--- config.mk ---
export PLATFORM = sky130hd
export DESIGN_NAME = deque_with_linear_search
export DESIGN_NICKNAME = d
export VERILOG_FILES = /design/src/hw/rtl/dqls_pkg.sv /design/src/hw/rtl/dqls_ctrl.sv /design/src/hw/rtl/dqls_dp.sv /design/src/hw/rtl/deque_with_linear_search.sv
export SDC_FILE = /design/constraint.sdc
export NUM_CORES = 1
export LEC_CHECK = 0
export BUFFER_PORTS_ARGS = -buffer_cell sky130_fd_sc_hd__buf_2
export CAP_MARGIN = 10
export CELL_PAD_IN_SITES_DETAIL_PLACEMENT = 0
export CELL_PAD_IN_SITES_GLOBAL_PLACEMENT = 1
export CORE_MARGIN = 1.5
export CORE_UTILIZATION = 55
export CTS_BUF_LIST = sky130_fd_sc_hd__clkbuf_8
export DETAILED_ROUTE_END_ITERATION = 16
export PLACE_DENSITY = 0.88
export SETUP_SLACK_MARGIN = 0.4
export SLEW_MARGIN = 5
export SYNTH_ARGS = -nofsm -noshare
export SYNTH_HDL_FRONTEND = slang
export SYNTH_SLANG_ARGS = --single-unit
--- constraint.sdc ---
create_clock -name i_clk -period 5 [get_ports i_clk]
set_clock_uncertainty 0.15 [all_clocks]
set_input_delay 0.5 -clock i_clk [delete_from_list [all_inputs] [get_ports i_clk]]
set_output_delay 0.5 -clock i_clk [all_outputs]
set_load 0.02 [all_outputs]
--- src/hw/rtl/dqls_pkg.sv ---
// ---------------------------------------------------------------------------
// dqls_pkg
// Shared types and codes for the bounded deque with linear search.
// ---------------------------------------------------------------------------
`default_nettype none

package dqls_pkg;

    localparam int DEFAULT_CAPACITY = 16;

    localparam int REQ_W       = 3;
    localparam int VALUE_W     = 32;
    localparam int STATUS_W    = 2;
    localparam int POS_OUT_W   = 4;
    localparam int FILL_OUT_W  = 5;
    localparam int OUT_FIELD_W = STATUS_W + VALUE_W + POS_OUT_W + FILL_OUT_W;
    localparam int OUT_TDATA_W = ((OUT_FIELD_W + 7) / 8) * 8;

    // request codes
    localparam logic [REQ_W-1:0] REQ_PUSH_FRONT   = 3'd0;
    localparam logic [REQ_W-1:0] REQ_PUSH_BACK    = 3'd1;
    localparam logic [REQ_W-1:0] REQ_POP_FRONT    = 3'd2;
    localparam logic [REQ_W-1:0] REQ_POP_BACK     = 3'd3;
    localparam logic [REQ_W-1:0] REQ_SEARCH_FRONT = 3'd4;
    localparam logic [REQ_W-1:0] REQ_SEARCH_BACK  = 3'd5;
    localparam logic [REQ_W-1:0] REQ_CLEAR        = 3'd6;

    // status codes
    localparam logic [STATUS_W-1:0] ST_OK       = 2'd0;
    localparam logic [STATUS_W-1:0] ST_EMPTY    = 2'd1;
    localparam logic [STATUS_W-1:0] ST_FULL     = 2'd2;
    localparam logic [STATUS_W-1:0] ST_NOTFOUND = 2'd3;

    // controller to datapath
    typedef struct packed {
        logic load;      // capture the request
        logic exec;      // push, pop address, clear or scan setup
        logic pop_take;  // capture popped word
        logic scan;      // one scan step
        logic out_load;  // move the result into the output register
    } t_dp_cmd;

    // datapath to controller
    typedef struct packed {
        logic exec_done;  // result final after exec
        logic exec_pop;   // a read of the store is in flight
        logic scan_done;  // match found or all entries compared
    } t_dp_sts;

endpackage

`default_nettype wire

--- src/hw/rtl/dqls_ctrl.sv ---
// ---------------------------------------------------------------------------
// dqls_ctrl
// Controller: sequences one request through exec, read, scan and result.
// ---------------------------------------------------------------------------
`default_nettype none

module dqls_ctrl (
    input  wire                i_clk,
    input  wire                i_rst_n,
    input  wire                s_axis_tvalid,
    output logic               s_axis_tready,
    output logic               m_axis_tvalid,
    input  wire                m_axis_tready,
    input  dqls_pkg::t_dp_sts  i_sts,
    output dqls_pkg::t_dp_cmd  o_cmd
);
    import dqls_pkg::*;

    localparam logic [2:0] S_IDLE  = 3'd0;
    localparam logic [2:0] S_EXEC  = 3'd1;
    localparam logic [2:0] S_POPRD = 3'd2;
    localparam logic [2:0] S_SCAN  = 3'd3;
    localparam logic [2:0] S_FIN   = 3'd4;

    logic [2:0] r_state;
    logic [2:0] n_state;
    logic       r_o_valid;
    logic       n_o_valid;
    logic       out_free;

    assign out_free      = !r_o_valid || m_axis_tready;
    assign s_axis_tready = (r_state == S_IDLE);
    assign m_axis_tvalid = r_o_valid;

    always_comb begin
        n_state        = r_state;
        o_cmd          = '0;
        case (r_state)
            S_IDLE: begin
                if (s_axis_tvalid) begin
                    o_cmd.load = 1'b1;
                    n_state    = S_EXEC;
                end
            end
            S_EXEC: begin
                o_cmd.exec = 1'b1;
                if (i_sts.exec_pop) begin
                    n_state = S_POPRD;
                end else if (i_sts.exec_done) begin
                    n_state = S_FIN;
                end else begin
                    n_state = S_SCAN;
                end
            end
            S_POPRD: begin
                o_cmd.pop_take = 1'b1;
                n_state        = S_FIN;
            end
            S_SCAN: begin
                o_cmd.scan = 1'b1;
                if (i_sts.scan_done) begin
                    n_state = S_FIN;
                end
            end
            S_FIN: begin
                // hold the result until the output register frees up
                if (out_free) begin
                    o_cmd.out_load = 1'b1;
                    n_state        = S_IDLE;
                end
            end
            default: begin
                n_state = S_IDLE;
            end
        endcase
    end

    always_comb begin
        n_o_valid = r_o_valid;
        if (o_cmd.out_load) begin
            n_o_valid = 1'b1;
        end else if (m_axis_tready) begin
            n_o_valid = 1'b0;
        end
    end

    always_ff @(posedge i_clk) begin
        if (!i_rst_n) begin
            r_state   <= S_IDLE;
            r_o_valid <= 1'b0;
        end else begin
            r_state   <= n_state;
            r_o_valid <= n_o_valid;
        end
    end

endmodule

`default_nettype wire

--- src/hw/rtl/dqls_dp.sv ---
// ---------------------------------------------------------------------------
// dqls_dp
// Datapath: circular entry store, front pointer, fill count, scan unit
// and the output payload register.
// ---------------------------------------------------------------------------
`default_nettype none

module dqls_dp #(
    parameter int CAPACITY = dqls_pkg::DEFAULT_CAPACITY
) (
    input  wire                                  i_clk,
    input  wire                                  i_rst_n,
    input  dqls_pkg::t_dp_cmd                    i_cmd,
    output dqls_pkg::t_dp_sts                    o_sts,
    input  wire [dqls_pkg::REQ_W-1:0]            i_req_type,
    input  wire [dqls_pkg::VALUE_W-1:0]          i_value,
    output logic [dqls_pkg::OUT_TDATA_W-1:0]     o_tdata
);
    import dqls_pkg::*;

    localparam int PTR_W = (CAPACITY > 1) ? $clog2(CAPACITY) : 1;
    localparam int CNT_W = $clog2(CAPACITY + 1);
    localparam int PAD_W = OUT_TDATA_W - OUT_FIELD_W;

    logic signed [VALUE_W-1:0] mem [CAPACITY];

    logic [REQ_W-1:0]          r_req;
    logic signed [VALUE_W-1:0] r_val;
    logic [PTR_W-1:0]          r_front;
    logic [CNT_W-1:0]          r_count;
    logic signed [VALUE_W-1:0] r_rd_data;

    logic [PTR_W-1:0]          r_idx;
    logic [CNT_W-1:0]          r_left;
    logic                      r_pend;
    logic [PTR_W-1:0]          r_pend_pos;

    logic [STATUS_W-1:0]       r_status;
    logic signed [VALUE_W-1:0] r_data;
    logic [PTR_W-1:0]          r_pos;
    logic [OUT_TDATA_W-1:0]    r_tdata;

    logic                      full;
    logic                      empty;
    logic                      is_push;
    logic                      is_pop;
    logic                      is_search;
    logic [PTR_W-1:0]          front_dec;
    logic [PTR_W-1:0]          count_lo;
    logic                      match;
    logic                      mem_we;
    logic [PTR_W-1:0]          mem_wa;
    logic                      mem_re;
    logic [PTR_W-1:0]          mem_ra;
    logic [POS_OUT_W+PTR_W-1:0] pos_ext;
    logic [FILL_OUT_W+CNT_W-1:0] fill_ext;

    // physical slot of a logical position, both below CAPACITY
    function automatic logic [PTR_W-1:0] slot_of(input logic [PTR_W-1:0] base,
                                                 input logic [PTR_W-1:0] off);
        logic [PTR_W:0] sum;
        sum = {1'b0, base} + {1'b0, off};
        if (sum >= (PTR_W+1)'(CAPACITY)) begin
            sum = sum - (PTR_W+1)'(CAPACITY);
        end
        return sum[PTR_W-1:0];
    endfunction

    assign full      = (r_count == CNT_W'(CAPACITY));
    assign empty     = (r_count == '0);
    assign is_push   = r_req inside {REQ_PUSH_FRONT, REQ_PUSH_BACK};
    assign is_pop    = r_req inside {REQ_POP_FRONT, REQ_POP_BACK};
    assign is_search = r_req inside {REQ_SEARCH_FRONT, REQ_SEARCH_BACK};
    assign front_dec = (r_front == '0) ? PTR_W'(CAPACITY - 1) : r_front - PTR_W'(1);
    assign count_lo  = r_count[PTR_W-1:0];
    assign match     = r_pend && (r_rd_data == r_val);

    assign o_sts.exec_pop  = is_pop && !empty;
    assign o_sts.exec_done = !(is_pop && !empty) && !(is_search && !empty);
    assign o_sts.scan_done = match || (r_left == '0);

    always_comb begin
        mem_we = i_cmd.exec && is_push && !full;
        mem_wa = (r_req == REQ_PUSH_FRONT) ? front_dec : slot_of(r_front, count_lo);
        mem_re = 1'b0;
        mem_ra = slot_of(r_front, r_idx);
        if (i_cmd.exec) begin
            mem_re = is_pop && !empty;
            mem_ra = (r_req == REQ_POP_FRONT) ? r_front
                                              : slot_of(r_front, count_lo - PTR_W'(1));
        end else if (i_cmd.scan) begin
            mem_re = !match && (r_left != '0);
        end
    end

    always_ff @(posedge i_clk) begin
        if (mem_we) begin
            mem[mem_wa] <= r_val;
        end
        if (mem_re) begin
            r_rd_data <= mem[mem_ra];
        end
    end

    // request capture and result payload
    always_ff @(posedge i_clk) begin
        if (i_cmd.load) begin
            r_req <= i_req_type;
            r_val <= i_value;
        end
        if (i_cmd.exec) begin
            r_data <= '0;
            r_pos  <= '0;
            if (is_push && full) begin
                r_status <= ST_FULL;
            end else if (is_pop && empty) begin
                r_status <= ST_EMPTY;
            end else if (is_search) begin
                r_status <= ST_NOTFOUND;
            end else begin
                r_status <= ST_OK;
            end
        end
        if (i_cmd.pop_take) begin
            r_data <= r_rd_data;
        end
        if (i_cmd.scan && match) begin
            r_status <= ST_OK;
            r_data   <= r_val;
            r_pos    <= r_pend_pos;
        end
        if (i_cmd.out_load) begin
            r_tdata <= {{PAD_W{1'b0}}, fill_ext[FILL_OUT_W-1:0],
                        pos_ext[POS_OUT_W-1:0], r_data, r_status};
        end
    end

    // queue pointers and scan control
    always_ff @(posedge i_clk) begin
        if (!i_rst_n) begin
            r_front    <= '0;
            r_count    <= '0;
            r_idx      <= '0;
            r_left     <= '0;
            r_pend     <= 1'b0;
            r_pend_pos <= '0;
        end else if (i_cmd.exec) begin
            r_pend <= 1'b0;
            case (r_req)
                REQ_PUSH_FRONT: begin
                    if (!full) begin
                        r_front <= front_dec;
                        r_count <= r_count + CNT_W'(1);
                    end
                end
                REQ_PUSH_BACK: begin
                    if (!full) begin
                        r_count <= r_count + CNT_W'(1);
                    end
                end
                REQ_POP_FRONT: begin
                    if (!empty) begin
                        r_front <= slot_of(r_front, PTR_W'(1));
                        r_count <= r_count - CNT_W'(1);
                    end
                end
                REQ_POP_BACK: begin
                    if (!empty) begin
                        r_count <= r_count - CNT_W'(1);
                    end
                end
                REQ_SEARCH_FRONT: begin
                    r_left <= r_count;
                    r_idx  <= '0;
                end
                REQ_SEARCH_BACK: begin
                    r_left <= r_count;
                    r_idx  <= count_lo - PTR_W'(1);
                end
                REQ_CLEAR: begin
                    r_front <= '0;
                    r_count <= '0;
                end
                default: begin
                end
            endcase
        end else if (i_cmd.scan) begin
            if (match) begin
                r_pend <= 1'b0;
            end else if (r_left != '0) begin
                // issue the next read, compare it on the following cycle
                r_pend     <= 1'b1;
                r_pend_pos <= r_idx;
                r_left     <= r_left - CNT_W'(1);
                if (r_req == REQ_SEARCH_BACK) begin
                    r_idx <= r_idx - PTR_W'(1);
                end else begin
                    r_idx <= r_idx + PTR_W'(1);
                end
            end else begin
                r_pend <= 1'b0;
            end
        end
    end

    assign pos_ext  = {{POS_OUT_W{1'b0}}, r_pos};
    assign fill_ext = {{FILL_OUT_W{1'b0}}, r_count};
    assign o_tdata  = r_tdata;

endmodule

`default_nettype wire

--- src/hw/rtl/deque_with_linear_search.sv ---
// ---------------------------------------------------------------------------
// deque_with_linear_search
// Bounded double-ended queue of signed 32-bit words with push, pop,
// search from either end and clear.
//
//  channel  dir  tdata (low bit up)                                  tuser
//  s_axis   in   value[31:0]                                         req_type[2:0]
//  m_axis   out  status[1:0] data_out[33:2] match_position[37:34]    -
//                fill_level[42:38] zero[47:43]
//
// Push, clear, unused and refused requests and searches of an empty queue
// go from accept through exec straight to the result state, pops pass
// through a store read first; a search reads one entry per cycle through
// the store's single read port and compares at most CAPACITY entries.
// Reset empties the queue; the store itself is not cleared.
// A stalled result sits in the output register; the next request is
// taken once the current one has been handed to that register.
// ---------------------------------------------------------------------------
`default_nettype none

module deque_with_linear_search #(
    parameter int CAPACITY = dqls_pkg::DEFAULT_CAPACITY
) (
    input  wire                               i_clk,
    input  wire                               i_rst_n,
    input  wire                               s_axis_tvalid,
    output logic                              s_axis_tready,
    input  wire [dqls_pkg::VALUE_W-1:0]       s_axis_tdata,   // value
    input  wire [dqls_pkg::REQ_W-1:0]         s_axis_tuser,   // req_type
    output logic                              m_axis_tvalid,
    input  wire                               m_axis_tready,
    // status, data_out, match_position, fill_level, zero pad
    output logic [dqls_pkg::OUT_TDATA_W-1:0]  m_axis_tdata
);
    import dqls_pkg::*;

    t_dp_cmd cmd;
    t_dp_sts sts;

    dqls_ctrl u_ctrl (
        .i_clk         (i_clk),
        .i_rst_n       (i_rst_n),
        .s_axis_tvalid (s_axis_tvalid),
        .s_axis_tready (s_axis_tready),
        .m_axis_tvalid (m_axis_tvalid),
        .m_axis_tready (m_axis_tready),
        .i_sts         (sts),
        .o_cmd         (cmd)
    );

    dqls_dp #(
        .CAPACITY (CAPACITY)
    ) u_dp (
        .i_clk      (i_clk),
        .i_rst_n    (i_rst_n),
        .i_cmd      (cmd),
        .o_sts      (sts),
        .i_req_type (s_axis_tuser),
        .i_value    (s_axis_tdata),
        .o_tdata    (m_axis_tdata)
    );

endmodule

`default_nettype wire
Word level (Yosys, flattened, before mapping)
Memory sizes are Yosys's and may differ from the RTL's. A register that Yosys moved wholly into a read port is not among the register bits.
Cells that the tools add are included.
{ "totals": {"ff_bits": 143, "latch_bits": 0, "mem_bits_rw": 512, "rom_bits": 0, "input_bits": 39, "out_inout_bits": 50, "word_cells": 157, "n_memories": 1} }
{ "op_classes": {"add_sub_neg": 15, "multipliers": 0, "div": 0, "order_cmp": 4, "n_eq_ne": 22, "n_shift": 0, "muxes": 54, "bitwise": 3, "n_reduce_logical": 44} }
{ "mem_list": {"columns": ["memory", "words", "width", "read_ports", "rd_ports_with_merged_regs", "write_ports", "line", "rtl"], "rows": [
  ["u_dp.mem", 16, 32, 1, 1, 1, "dqls_dp.sv:25", "logic signed [VALUE_W-1:0] mem [CAPACITY];"]
]} }
{ "op_table": {"columns": ["operator", "n"], "rows": [
  ["2-to-1 mux 32 bit", 3],
  ["2-to-1 mux 4 bit", 17],
  ["2-to-1 mux 5 bit", 7],
  ["== test 32 bit", 1],
  ["subtractor 4 x 1 -> 4 bit, second input constant", 7],
  ["greater-or-equal comparator 5 bit, second input constant", 4],
  ["AND reduction 4 bit", 5],
  ["adder 4 x 4 -> 5 bit", 3],
  ["2-to-1 mux 1 bit", 15],
  ["2-to-1 mux 3 bit", 5],
  ["case mux 3 bit (5 select lines)", 1],
  ["case mux 5 bit (3 select lines)", 1],
  ["inequality test 2 bit, second input constant", 7],
  ["nonzero test 2 bit", 7],
  ["== test 3 x 2 -> 1 bit, second input constant", 4],
  ["== test 3 bit, second input constant", 4],
  ["case mux 4 bit (3 select lines)", 1],
  ["logical AND 1 bit", 10],
  ["logical NOT 5 bit", 2],
  ["subtractor 5 x 1 -> 5 bit, second input constant", 2],
  ["nonzero test 3 bit", 3],
  ["case mux 4 bit (2 select lines)", 1],
  ["OR reduction 2 bit", 4],
  ["== test 3 x 1 -> 1 bit, second input constant", 2],
  ["14 further kinds", 26]
]} }

Logic depth before layout (Yosys ltp)
Gate-level depths: netlist (run 1).
{ "logic_depth": {"word_depth": 8, "depth_mapped": 12, "depth_no_buf": 10} }

Hierarchy
A second synthesis (run 1) with hierarchy kept.
{ "hier_totals": {"cells_unflattened": 1928, "hier_area_um2": 27477.6} }
{ "modules_own_cells": {"columns": ["module", "n_inst", "cells_per_inst", "area_per_inst_um2", "seq_area_each_um2"], "rows": [
  ["dqls_dp", 1, 1898, 27228.6, 20259.4],
  ["dqls_ctrl", 1, 30, 249.0, 80.1]
]} }

Worst setup path after synthesis (run 1)
No wires, ideal clock.
{ "synth_timing": {"path_kind": "register to register", "start": "reg u_dp.r_val[19]", "end": "reg u_dp.r_data[0], enable pin", "setup_time_ps": 416, "arrival_time_ps": 3788, "t_required_ps": 4434, "setup_slack_ps": 646, "path_stages_with_launch": 8, "n_path_buf": 1, "synth_period_minus_slack_ps": 4354, "cell_sequence": "edfxtp_1 xor2_1 or4_1 or4_4 or3_4 buf_6 and3_2 nor3_2"} }
{ "synth_between": {"elab_chain_len": 4} }
{ "synth_rtl": {"columns": ["item", "line", "rtl"], "rows": [
  ["start, declared", "dqls_dp.sv:28", "logic signed [VALUE_W-1:0] r_val;"],
  ["start signal, assigned", "dqls_dp.sv:109", "r_val <= i_value;"],
  ["== test 32 bit", "dqls_dp.sv:76", "assign match = r_pend && (r_rd_data == r_val);"],
  ["logical AND 1 bit", "dqls_dp.sv:76", null],
  ["logical AND 1 bit", "dqls_dp.sv:127", "if (i_cmd.scan && match) begin"],
  ["nonzero test 3 bit (no line)", null, null],
  ["end signal, assigned", "dqls_dp.sv:125", "r_data <= r_rd_data;"],
  ["end signal, assigned", "dqls_dp.sv:129", "r_data <= r_val;"],
  ["end, declared", "dqls_dp.sv:39", "logic signed [VALUE_W-1:0] r_data;"]
]} }
No other way between the ends.
A chain may end at the register's enable or synchronous reset.

Worst setup path in the final report (run 1)
{ "layout_timing": {"start": "reg u_dp.r_count[0]", "end": "reg u_dp.r_rd_data[13] (read register of u_dp.mem) (data pin)"} }
{ "layout_between": {"elab_chain_len": 6, "elab_cells_between_ends": 11, "cone_classes": "add/sub: 3; order compare: 1; mux: 4; reduce/logical: 3"} }
{ "layout_rtl": {"columns": ["item", "line", "rtl"], "rows": [
  ["start, declared", "dqls_dp.sv:30", "logic [CNT_W-1:0] r_count;"],
  ["start signal, assigned", "dqls_dp.sv:153", "r_count <= r_count + CNT_W'(1);"],
  ["start signal, assigned", "dqls_dp.sv:158", "r_count <= r_count + CNT_W'(1);"],
  ["start signal, assigned", "dqls_dp.sv:164", "r_count <= r_count - CNT_W'(1);"],
  ["subtractor 4 x 1 -> 4 bit", "dqls_dp.sv:90", ": slot_of(r_front, count_lo - PTR_W'(1));"],
  ["adder 4 x 4 -> 5 bit", "dqls_dp.sv:62", "sum = {1'b0, base} + {1'b0, off};"],
  ["subtractor 4 x 1 -> 4 bit / greater-or-equal comparator 5 bit (equally long branches)", "dqls_dp.sv:64, dqls_dp.sv:63", null],
  ["2-to-1 mux 4 bit", "dqls_dp.sv:63", "if (sum >= (PTR_W+1)'(CAPACITY)) begin"],
  ["2-to-1 mux 4 bit", "dqls_dp.sv:89", "mem_ra = (r_req == REQ_POP_FRONT) ? r_front"],
  ["2-to-1 mux 4 bit", "dqls_dp.sv:87", "if (i_cmd.exec) begin"],
  ["end, declared", "dqls_dp.sv:31", "logic signed [VALUE_W-1:0] r_rd_data;"]
]} }
Parallel ways exist; a longest one is shown, timed or not.

==> impl_metrics.py, run 1 <==
metrics = {
    "status": {
        "status": "finished clean",
    },
    "global_routing": {
        "number_of_global_route_vias_before_repair": 17230,
        "maximum_number_of_pins_on_one_net_before_global_route_repair": 187,
        "grt_first_pass_wirelength_um": 105900,
        "antenna_found_initial": 2,
        "globalRouteTotalUtil_pct": 26.52,
        "gr-total-overflow": 0,
    },
    "detailed_routing": {
        "ant_nets": 0,
        "detailroute.via_count": 17970,
        "routedWlPerCell_um": 25.24,
        "drc": 0,
        "route.final.wire_length_um": 70830,
        "drt-vias-per-instance": 6.403,
        "drtIter0Drc": 2366,
        "first_pass_iters": 7,
    },
    "worst_setup_path": {
        "worst_ep_required_time_ps": 5300,
        "critical_path.slowest_cell": "sky130_fd_sc_hd__a221o_4",
        "worst_path_cell_chain": "inv_1 > ha_1 > fa_1 > a221o_4 > nand2_8 > buf_4 > a211oi_1 > o32ai_1 > mux2_2",
        "worst_r2r_path_depth": 9,
        "timing.critical_path.from_type": "register",
        "critPathTopFamily": "compound AO/OA/AOI/OAI gates",
        "critical_path_peak_fanout": 74,
        "cp_num_cells": 9,
        "critical_path_buffers_and_inverters": 2,
        "worstPathArrival_ps": 4660,
        "crit_type": "reg -> reg",
        "end_kind": "register",
        "max_stage_delay_ps": 660,
    },
    "clocking": {
        "tritoncts.num_buffers": 106,
        "tritoncts": "built",
        "cts_hold_repair.buffers": 36,
        "cts_max_level": 3,
        "post_cts_buffers": 0,
        "clock_latency_ps": 710,
        "cts_num_sinks": 687,
        "cts-resized-gates": 0,
        "max-clock-path-buffers": 3,
        "clock_transition_at_the_registers_of_the_reported_paths_ps": 60,
        "cts-root-buf": "sky130_fd_sc_hd__clkbuf_8",
    },
    "logic_synthesis": {
        "yosys_warnings": 0,
        "post_synth_num_cell_types": 74,
        "synthArstFlopShare_pct": 0,
        "synth_largest_area_cell": "sky130_fd_sc_hd__edfxtp_1",
        "synth.avg_cell_area_um2": 14.98,
        "ys.flop_type": "sky130_fd_sc_hd__edfxtp_1",
        "post_synth_edffs": 658,
        "synth.cell_area_um2": 28600,
        "synth.ff_latch_count": 687,
        "postSynthCellCount": 1909,
        "synthTopCellsByArea": "sky130_fd_sc_hd__edfxtp_1 69%, sky130_fd_sc_hd__and3_1 5.5%, sky130_fd_sc_hd__a211oi_1 5.0%",
        "synth_seq_area_share_pct": 71.11,
        "synth_largest_type_area_fraction_pct": 69.08,
    },
    "power_and_ir_drop": {
        "total_power_w": 0.01321,
        "power_density_nw_per_um2": 409.3,
        "p_leak_nw": 11.06,
        "power.ir.vdd_worst_v": 0.0002442,
    },
    "layout": {
        "layout_cell_share_with_drive_strength_beyond_1_pct": 16.28,
        "finalNonFillerCells": 2806,
        "layout.nets": 2098,
        "syn_to_final_growth_pct": 12.86,
        "multi_input_area_um2": 7741,
        "layout.cell_area.non_filler_um2": 32280,
        "final.fill_count": 3740,
        "final-seq-area_um2": 20340,
    },
    "floorplan": {
        "floorplan.die_area_um2": 53380,
        "std_cell_core_area_um2": 51410,
        "std_cell_rows": 83,
        "floorplan.die.width_um": 231.1,
        "io_pins": 89,
        "die_height_um": 231.1,
        "initial_utilization_pct": 55.64,
    },
    "place": {
        "placed_cells": 2570,
        "port_buffers": 83,
        "globalplace.congestion": 0.8263,
        "postPlaceCellArea_um2": 29900,
        "place_hpwl_um": 37960,
        "pre_cts_ws_ps": 727.0,
    },
    "hold_path": {
        "hold_path_depth": 4,
        "hold_path.class": "in -> reg",
    },
    "timing": {
        "min_period_ps": 4361,
        "max-slew-margin-rel_pct": 18.80,
        "grt_setup_unrepaired": "false",
        "timing.fmax_ghz": 0.2293,
        "fin_setup_tns_ps": 0,
        "timing.final.hold_violations": 0,
        "min_setup_slack_post_route_ps": 638.6,
        "max_slew.worst_pin.slew_ps": 1207,
        "setup_viol_count_final": 0,
        "slew_viol_final": 0,
        "layout_worst_path_cycle_share_pct": 87.23,
    },
    "flow_run": {
        "maxCapViolations": 0,
    },
}
state kept, by name, summed over array words and instances (netlist names):
| signal | cells |
|---|---|
| u_dp.mem | 512 |
| u_dp.o_tdata | 43 |
| u_dp.r_data | 32 |
| u_dp.r_rd_data | 32 |
| u_dp.r_val | 32 |
| u_dp.r_count | 5 |
| u_dp.r_left | 5 |
| u_dp.r_front | 4 |
| u_dp.r_idx | 4 |
| u_dp.r_pend_pos | 4 |
| u_dp.r_pos | 4 |
| u_ctrl.r_state | 3 |
| u_dp.r_req | 3 |
| u_dp.r_status | 2 |
| u_ctrl.m_axis_tvalid | 1 |
| u_dp.r_pend | 1 |
stage by stage:
stage | hold WS, ps | util, %
global placement | 253.2 | 58.16
finish | 59.59 | 62.80
CTS | 6.703 | 62.79
global route | 38.16 | 62.80
floorplan | 250.3 | -
detailed placement | 254.5 | 58.16
synth_stat cells, types with 4 or more instances:
cell                       count
sky130_fd_sc_hd__a211oi_1    192
sky130_fd_sc_hd__a21boi_0     62
sky130_fd_sc_hd__a21o_1        6
sky130_fd_sc_hd__a21oi_1      34
sky130_fd_sc_hd__a22o_1       32
sky130_fd_sc_hd__a22oi_1       5
sky130_fd_sc_hd__a31oi_1       4
sky130_fd_sc_hd__and2_1        7
sky130_fd_sc_hd__and3_1      250
sky130_fd_sc_hd__buf_1         5
sky130_fd_sc_hd__buf_2        21
sky130_fd_sc_hd__buf_4         9
sky130_fd_sc_hd__clkbuf_1    123
sky130_fd_sc_hd__dfxtp_1      29
sky130_fd_sc_hd__edfxtp_1    658
sky130_fd_sc_hd__fa_1          5
sky130_fd_sc_hd__ha_1         20
sky130_fd_sc_hd__inv_1        20
sky130_fd_sc_hd__mux2_2       32
sky130_fd_sc_hd__nand2_1      31
sky130_fd_sc_hd__nand3_1      16
sky130_fd_sc_hd__nand4_1       6
sky130_fd_sc_hd__nor2_1       44
sky130_fd_sc_hd__nor2b_1       5
sky130_fd_sc_hd__nor3_1       14
sky130_fd_sc_hd__nor3b_1       4
sky130_fd_sc_hd__nor4_1        9
sky130_fd_sc_hd__nor4b_1       4
sky130_fd_sc_hd__o21ai_0      26
sky130_fd_sc_hd__o31ai_1      65
sky130_fd_sc_hd__o32ai_1      62
sky130_fd_sc_hd__xnor2_1      13
sky130_fd_sc_hd__xor2_1       35
final cells by class:
type | count | share of cell area (%)
Timing Repair Buffer | 172 | 3.868
Clock inverter | 84 | 1.353
Antenna cell | 1 | 0.007752
Tap cell | 680 | 2.636
Clock buffer | 115 | 4.903
Multi-Input combinational cell | 1046 | 23.98
Inverter | 21 | 0.2442
Sequential cell | 687 | 63.01
worst min-delay path, cell delays in order:
cell,delay (ps)
sky130_fd_sc_hd__buf_2,80
sky130_fd_sc_hd__nor2b_1,90
sky130_fd_sc_hd__nand3_1,120
sky130_fd_sc_hd__a21oi_2,60
cells in the final DEF (no fill, tap or decap), types with 16 or more instances in the layout:
master and count:
sky130_fd_sc_hd__edfxtp_1 658, sky130_fd_sc_hd__clkinv_1 26, sky130_fd_sc_hd__ha_1 20, sky130_fd_sc_hd__a21oi_1 34, sky130_fd_sc_hd__o32ai_1 62, sky130_fd_sc_hd__nand3_1 16, sky130_fd_sc_hd__dlygate4sd3_1 36, sky130_fd_sc_hd__a21boi_0 62
sky130_fd_sc_hd__a22o_1 32, sky130_fd_sc_hd__buf_2 83, sky130_fd_sc_hd__buf_4 47, sky130_fd_sc_hd__nor2_4 20, sky130_fd_sc_hd__o31ai_1 65, sky130_fd_sc_hd__xor2_1 35, sky130_fd_sc_hd__nand2_1 29, sky130_fd_sc_hd__a211oi_1 192
sky130_fd_sc_hd__dfxtp_1 29, sky130_fd_sc_hd__and3_1 250, sky130_fd_sc_hd__inv_1 58, sky130_fd_sc_hd__o21ai_0 26, sky130_fd_sc_hd__clkbuf_8 115, sky130_fd_sc_hd__mux2_2 32, sky130_fd_sc_hd__nor2_1 25
report_power, final:
group / switching, W / internal (W) / leakage, nW / total, W
clock: 0.00216 / 0.00227 / 1.18 / 0.00443
sequential: 0.000141 / 0.00653 / 6.20 / 0.00667
combinational: 0.00131 / 0.000796 / 3.68 / 0.00211
total: 0.00361 / 0.00960 / 11.1 / 0.0132
kinds of logic after synthesis:
kind of cell	after synthesis	synth area share, %
fa+ha+maj	25	1.225
buf+inv	180	2.598
other cells	1	0.01311
compound gates	516	13.53
simple gates	416	8.609
mux	36	1.444
flops	687	71.11
xor+xnor	48	1.470
per-layer routing:
layer | vias to the layer above | GRT usage, % | part of all wire, %
li1 | 7967 | - | -
met1 | 8847 | 38.14 | 40
met2 | 1015 | 40.99 | 47
met3 | 138 | 5.032 | 11
met4 | 0 | 8.926 | 2.3
met5 | - | 0 | 0
worst paths after layout:
kind	from	end	slack, ps
worst max-delay path	u_dp.r_count[0]	u_dp.r_rd_data[13]	640
worst max register to register	u_dp.r_count[0]	u_dp.r_rd_data[13]	640
worst min register to register	u_dp.r_data[1]	u_dp.o_tdata[3]	260
worst min-delay path	m_axis_tready	u_ctrl.r_state[2]	60
No activity file was read; power rests on OpenSTA's default activity.
==> inputs of run 2 (changes only) <==
--- a/config.mk
+++ b/config.mk
@@ -5,7 +5,7 @@
 export SDC_FILE = /design/constraint.sdc
 export NUM_CORES = 1
 export LEC_CHECK = 0
-export BUFFER_PORTS_ARGS = -buffer_cell sky130_fd_sc_hd__buf_2
+export BUFFER_PORTS_ARGS = -buffer_cell sky130_fd_sc_hd__buf_4
 export CAP_MARGIN = 10
 export CELL_PAD_IN_SITES_DETAIL_PLACEMENT = 0
 export CELL_PAD_IN_SITES_GLOBAL_PLACEMENT = 1
==> run 2 against run 1 <==
Sequential power is essentially flat. Via count is 0.89% lower. Non-clock buffer count fell by 6. Critical path depth shrank 3. Maximum frequency fell by 0.89%. Global-route usage decreased by 0.12 points. Worst hold slack improved by 21 ps. Wire length decreased by 0.66%. Critical path type unchanged. Critical endpoint is now u_dp.r_rd_data[10]. Largest cell class unchanged. Highest routed layer is now met5.
==> impl_metrics.py, run 2 (same netlist as run 1, synthesis figures left out) <==
metrics = {
    "timing": {
        "min_period_ps": 4400,
        "slew_viol_final": 0,
        "setup_viol_count_final": 0,
        "fin_setup_tns_ps": 0,
        "timing.fmax_ghz": 0.2273,
        "max-slew-margin-rel_pct": 8.961,
        "timing.final.hold_violations": 0,
        "max_slew.worst_pin.slew_ps": 1361,
        "grt_setup_unrepaired": "false",
        "layout_worst_path_cycle_share_pct": 88.01,
    },
    "worst_setup_path": {
        "reg2reg_slack_ps": 600,
        "timing.critical_path.from_type": "register",
        "worstPathArrival_ps": 4370,
        "crit_type": "reg -> reg",
        "worst_ep_required_time_ps": 4970,
        "end_kind": "register",
        "critical_path_peak_fanout": 32,
    },
    "layout": {
        "final.fill_count": 3817,
        "commonest_cells_after_routing_fill_and_taps_aside": "658 x sky130_fd_sc_hd__edfxtp_1, 250 x sky130_fd_sc_hd__and3_1, 192 x sky130_fd_sc_hd__a211oi_1, 119 x sky130_fd_sc_hd__buf_4, 109 x sky130_fd_sc_hd__clkbuf_8",
        "layout_cell_share_with_drive_strength_beyond_1_pct": 15.34,
        "finalNonFillerCells": 2786,
        "final_common_cell": "sky130_fd_sc_hd__edfxtp_1",
        "layout.nets": 2092,
        "max_flop_register": "u_dp.mem",
        "largest_register_ff_count": 512,
        "syn_to_final_growth_pct": 13.01,
    },
    "clocking": {
        "clock_transition_at_the_registers_of_the_reported_paths_ps": 60,
        "clock_latency_ps": 710,
        "tritoncts": "built",
        "tritoncts.num_buffers": 106,
        "max-clock-path-buffers": 3,
        "cts-root-buf": "sky130_fd_sc_hd__clkbuf_8",
        "cts_max_level": 3,
        "cts_num_sinks": 687,
    },
    "floorplan": {
        "initial_utilization_pct": 55.64,
        "std_cell_core_area_um2": 51410,
        "die_height_um": 231.1,
        "floorplan.die_area_um2": 53380,
        "floorplan.die.width_um": 231.1,
        "std_cell_rows": 83,
        "io_pins": 89,
    },
    "global_routing": {
        "globalRouteTotalUtil_pct": 26.41,
        "number_of_global_route_vias_before_repair": 17220,
        "gr-total-overflow": 0,
        "antenna_found_initial": 7,
        "grt_first_pass_wirelength_um": 105300,
        "maximum_number_of_pins_on_one_net_before_global_route_repair": 263,
    },
    "hold_path": {
        "hold_path.class": "in -> reg",
    },
    "detailed_routing": {
        "drt-vias-per-instance": 6.392,
        "first_pass_iters": 5,
        "drtIter0Drc": 2196,
        "route.final.wire_length_um": 70360,
        "ant_nets": 0,
        "routedWlPerCell_um": 25.25,
        "detailroute.via_count": 17810,
        "drc": 0,
    },
    "place": {
        "place_hpwl_um": 38030,
        "globalplace.congestion": 0.8493,
        "placed_cells": 2561,
        "port_buffers": 83,
    },
    "flow_run": {
        "maxCapViolations": 0,
    },
    "power_and_ir_drop": {
        "power.ir.vdd_worst_v": 0.0002385,
        "p_leak_nw": 11.02,
        "power_density_nw_per_um2": 400.9,
    },
    "status": {
        "status": "finished clean",
    },
}
## run 2: cell type report
type	count	area [um2]	share of cell area [%]
antenna	1	2.502	0.007741
clock buffer	109	1500	4.641
clock inverter	76	364.1	1.126
inverter	21	78.83	0.2438
multi-input combinational	1046	7741	23.95
sequential	687	20340	62.92
tap	680	850.8	2.632
timing repair buffer	166	1449	4.482
## run 2: critical path, cell delays in order (launching register included)
cell and delay (ps):
sky130_fd_sc_hd__edfxtp_1 760, sky130_fd_sc_hd__xor2_1 240, sky130_fd_sc_hd__or4_1 500, sky130_fd_sc_hd__or4_4 560, sky130_fd_sc_hd__or3_4 490, sky130_fd_sc_hd__nand2_1 250, sky130_fd_sc_hd__nand2_2 820
## run 2: repair_timing
item	CTS	global route
hold buffers	37	0
endpoints found under the setup margin	0	0
endpoints found under the hold margin	40	0
buffers inserted	0	0
gates resized for setup	0	0
## run 2: path summary, 6_finish.rpt
kind	from	endpoint	cells after the start
hold reg to reg	u_dp.r_data[31]	u_dp.o_tdata[33]	0
hold / removal	s_axis_tvalid	u_ctrl.r_state[1]	5
setup / recovery	u_dp.r_val[27]	u_dp.r_rd_data[10]	6
setup reg to reg	u_dp.r_val[27]	u_dp.r_rd_data[10]	6
## run 2: metrics by stage
stage	hold slack (ps)	power, W	cell area [um2]	utilization (%)	setup slack, ps
CTS	44.51	0.01300	32300	62.83	723.9
detailed placement	254.5	0.008839	30060	58.48	731.3
global route	89.04	0.01344	32330	62.88	483.6
global placement	252.3	0.008786	30060	58.48	761.0
finish	80.77	0.01296	32330	62.88	599.6
floorplan	250.3	0.008231	28620	-	646.3
## run 2: per-layer routing
layer	vias to the layer above	track usage, %	share of wire, %
met1	8851	37.08	41
li1	7948	-	-
met2	883	42.06	48
met4	2	8.783	2.1
met5	-	0	0.018
met3	123	4.712	9.3
## run 2: report_power, final
group	switching (W)	total, W	leakage, nW	internal, W
Clock	0.00211	0.00418	1.08	0.00207
Sequential	0.000155	0.00669	6.20	0.00653
Combinational	0.00128	0.00209	3.73	0.000806
Total	0.00355	0.0130	11.0	0.00941
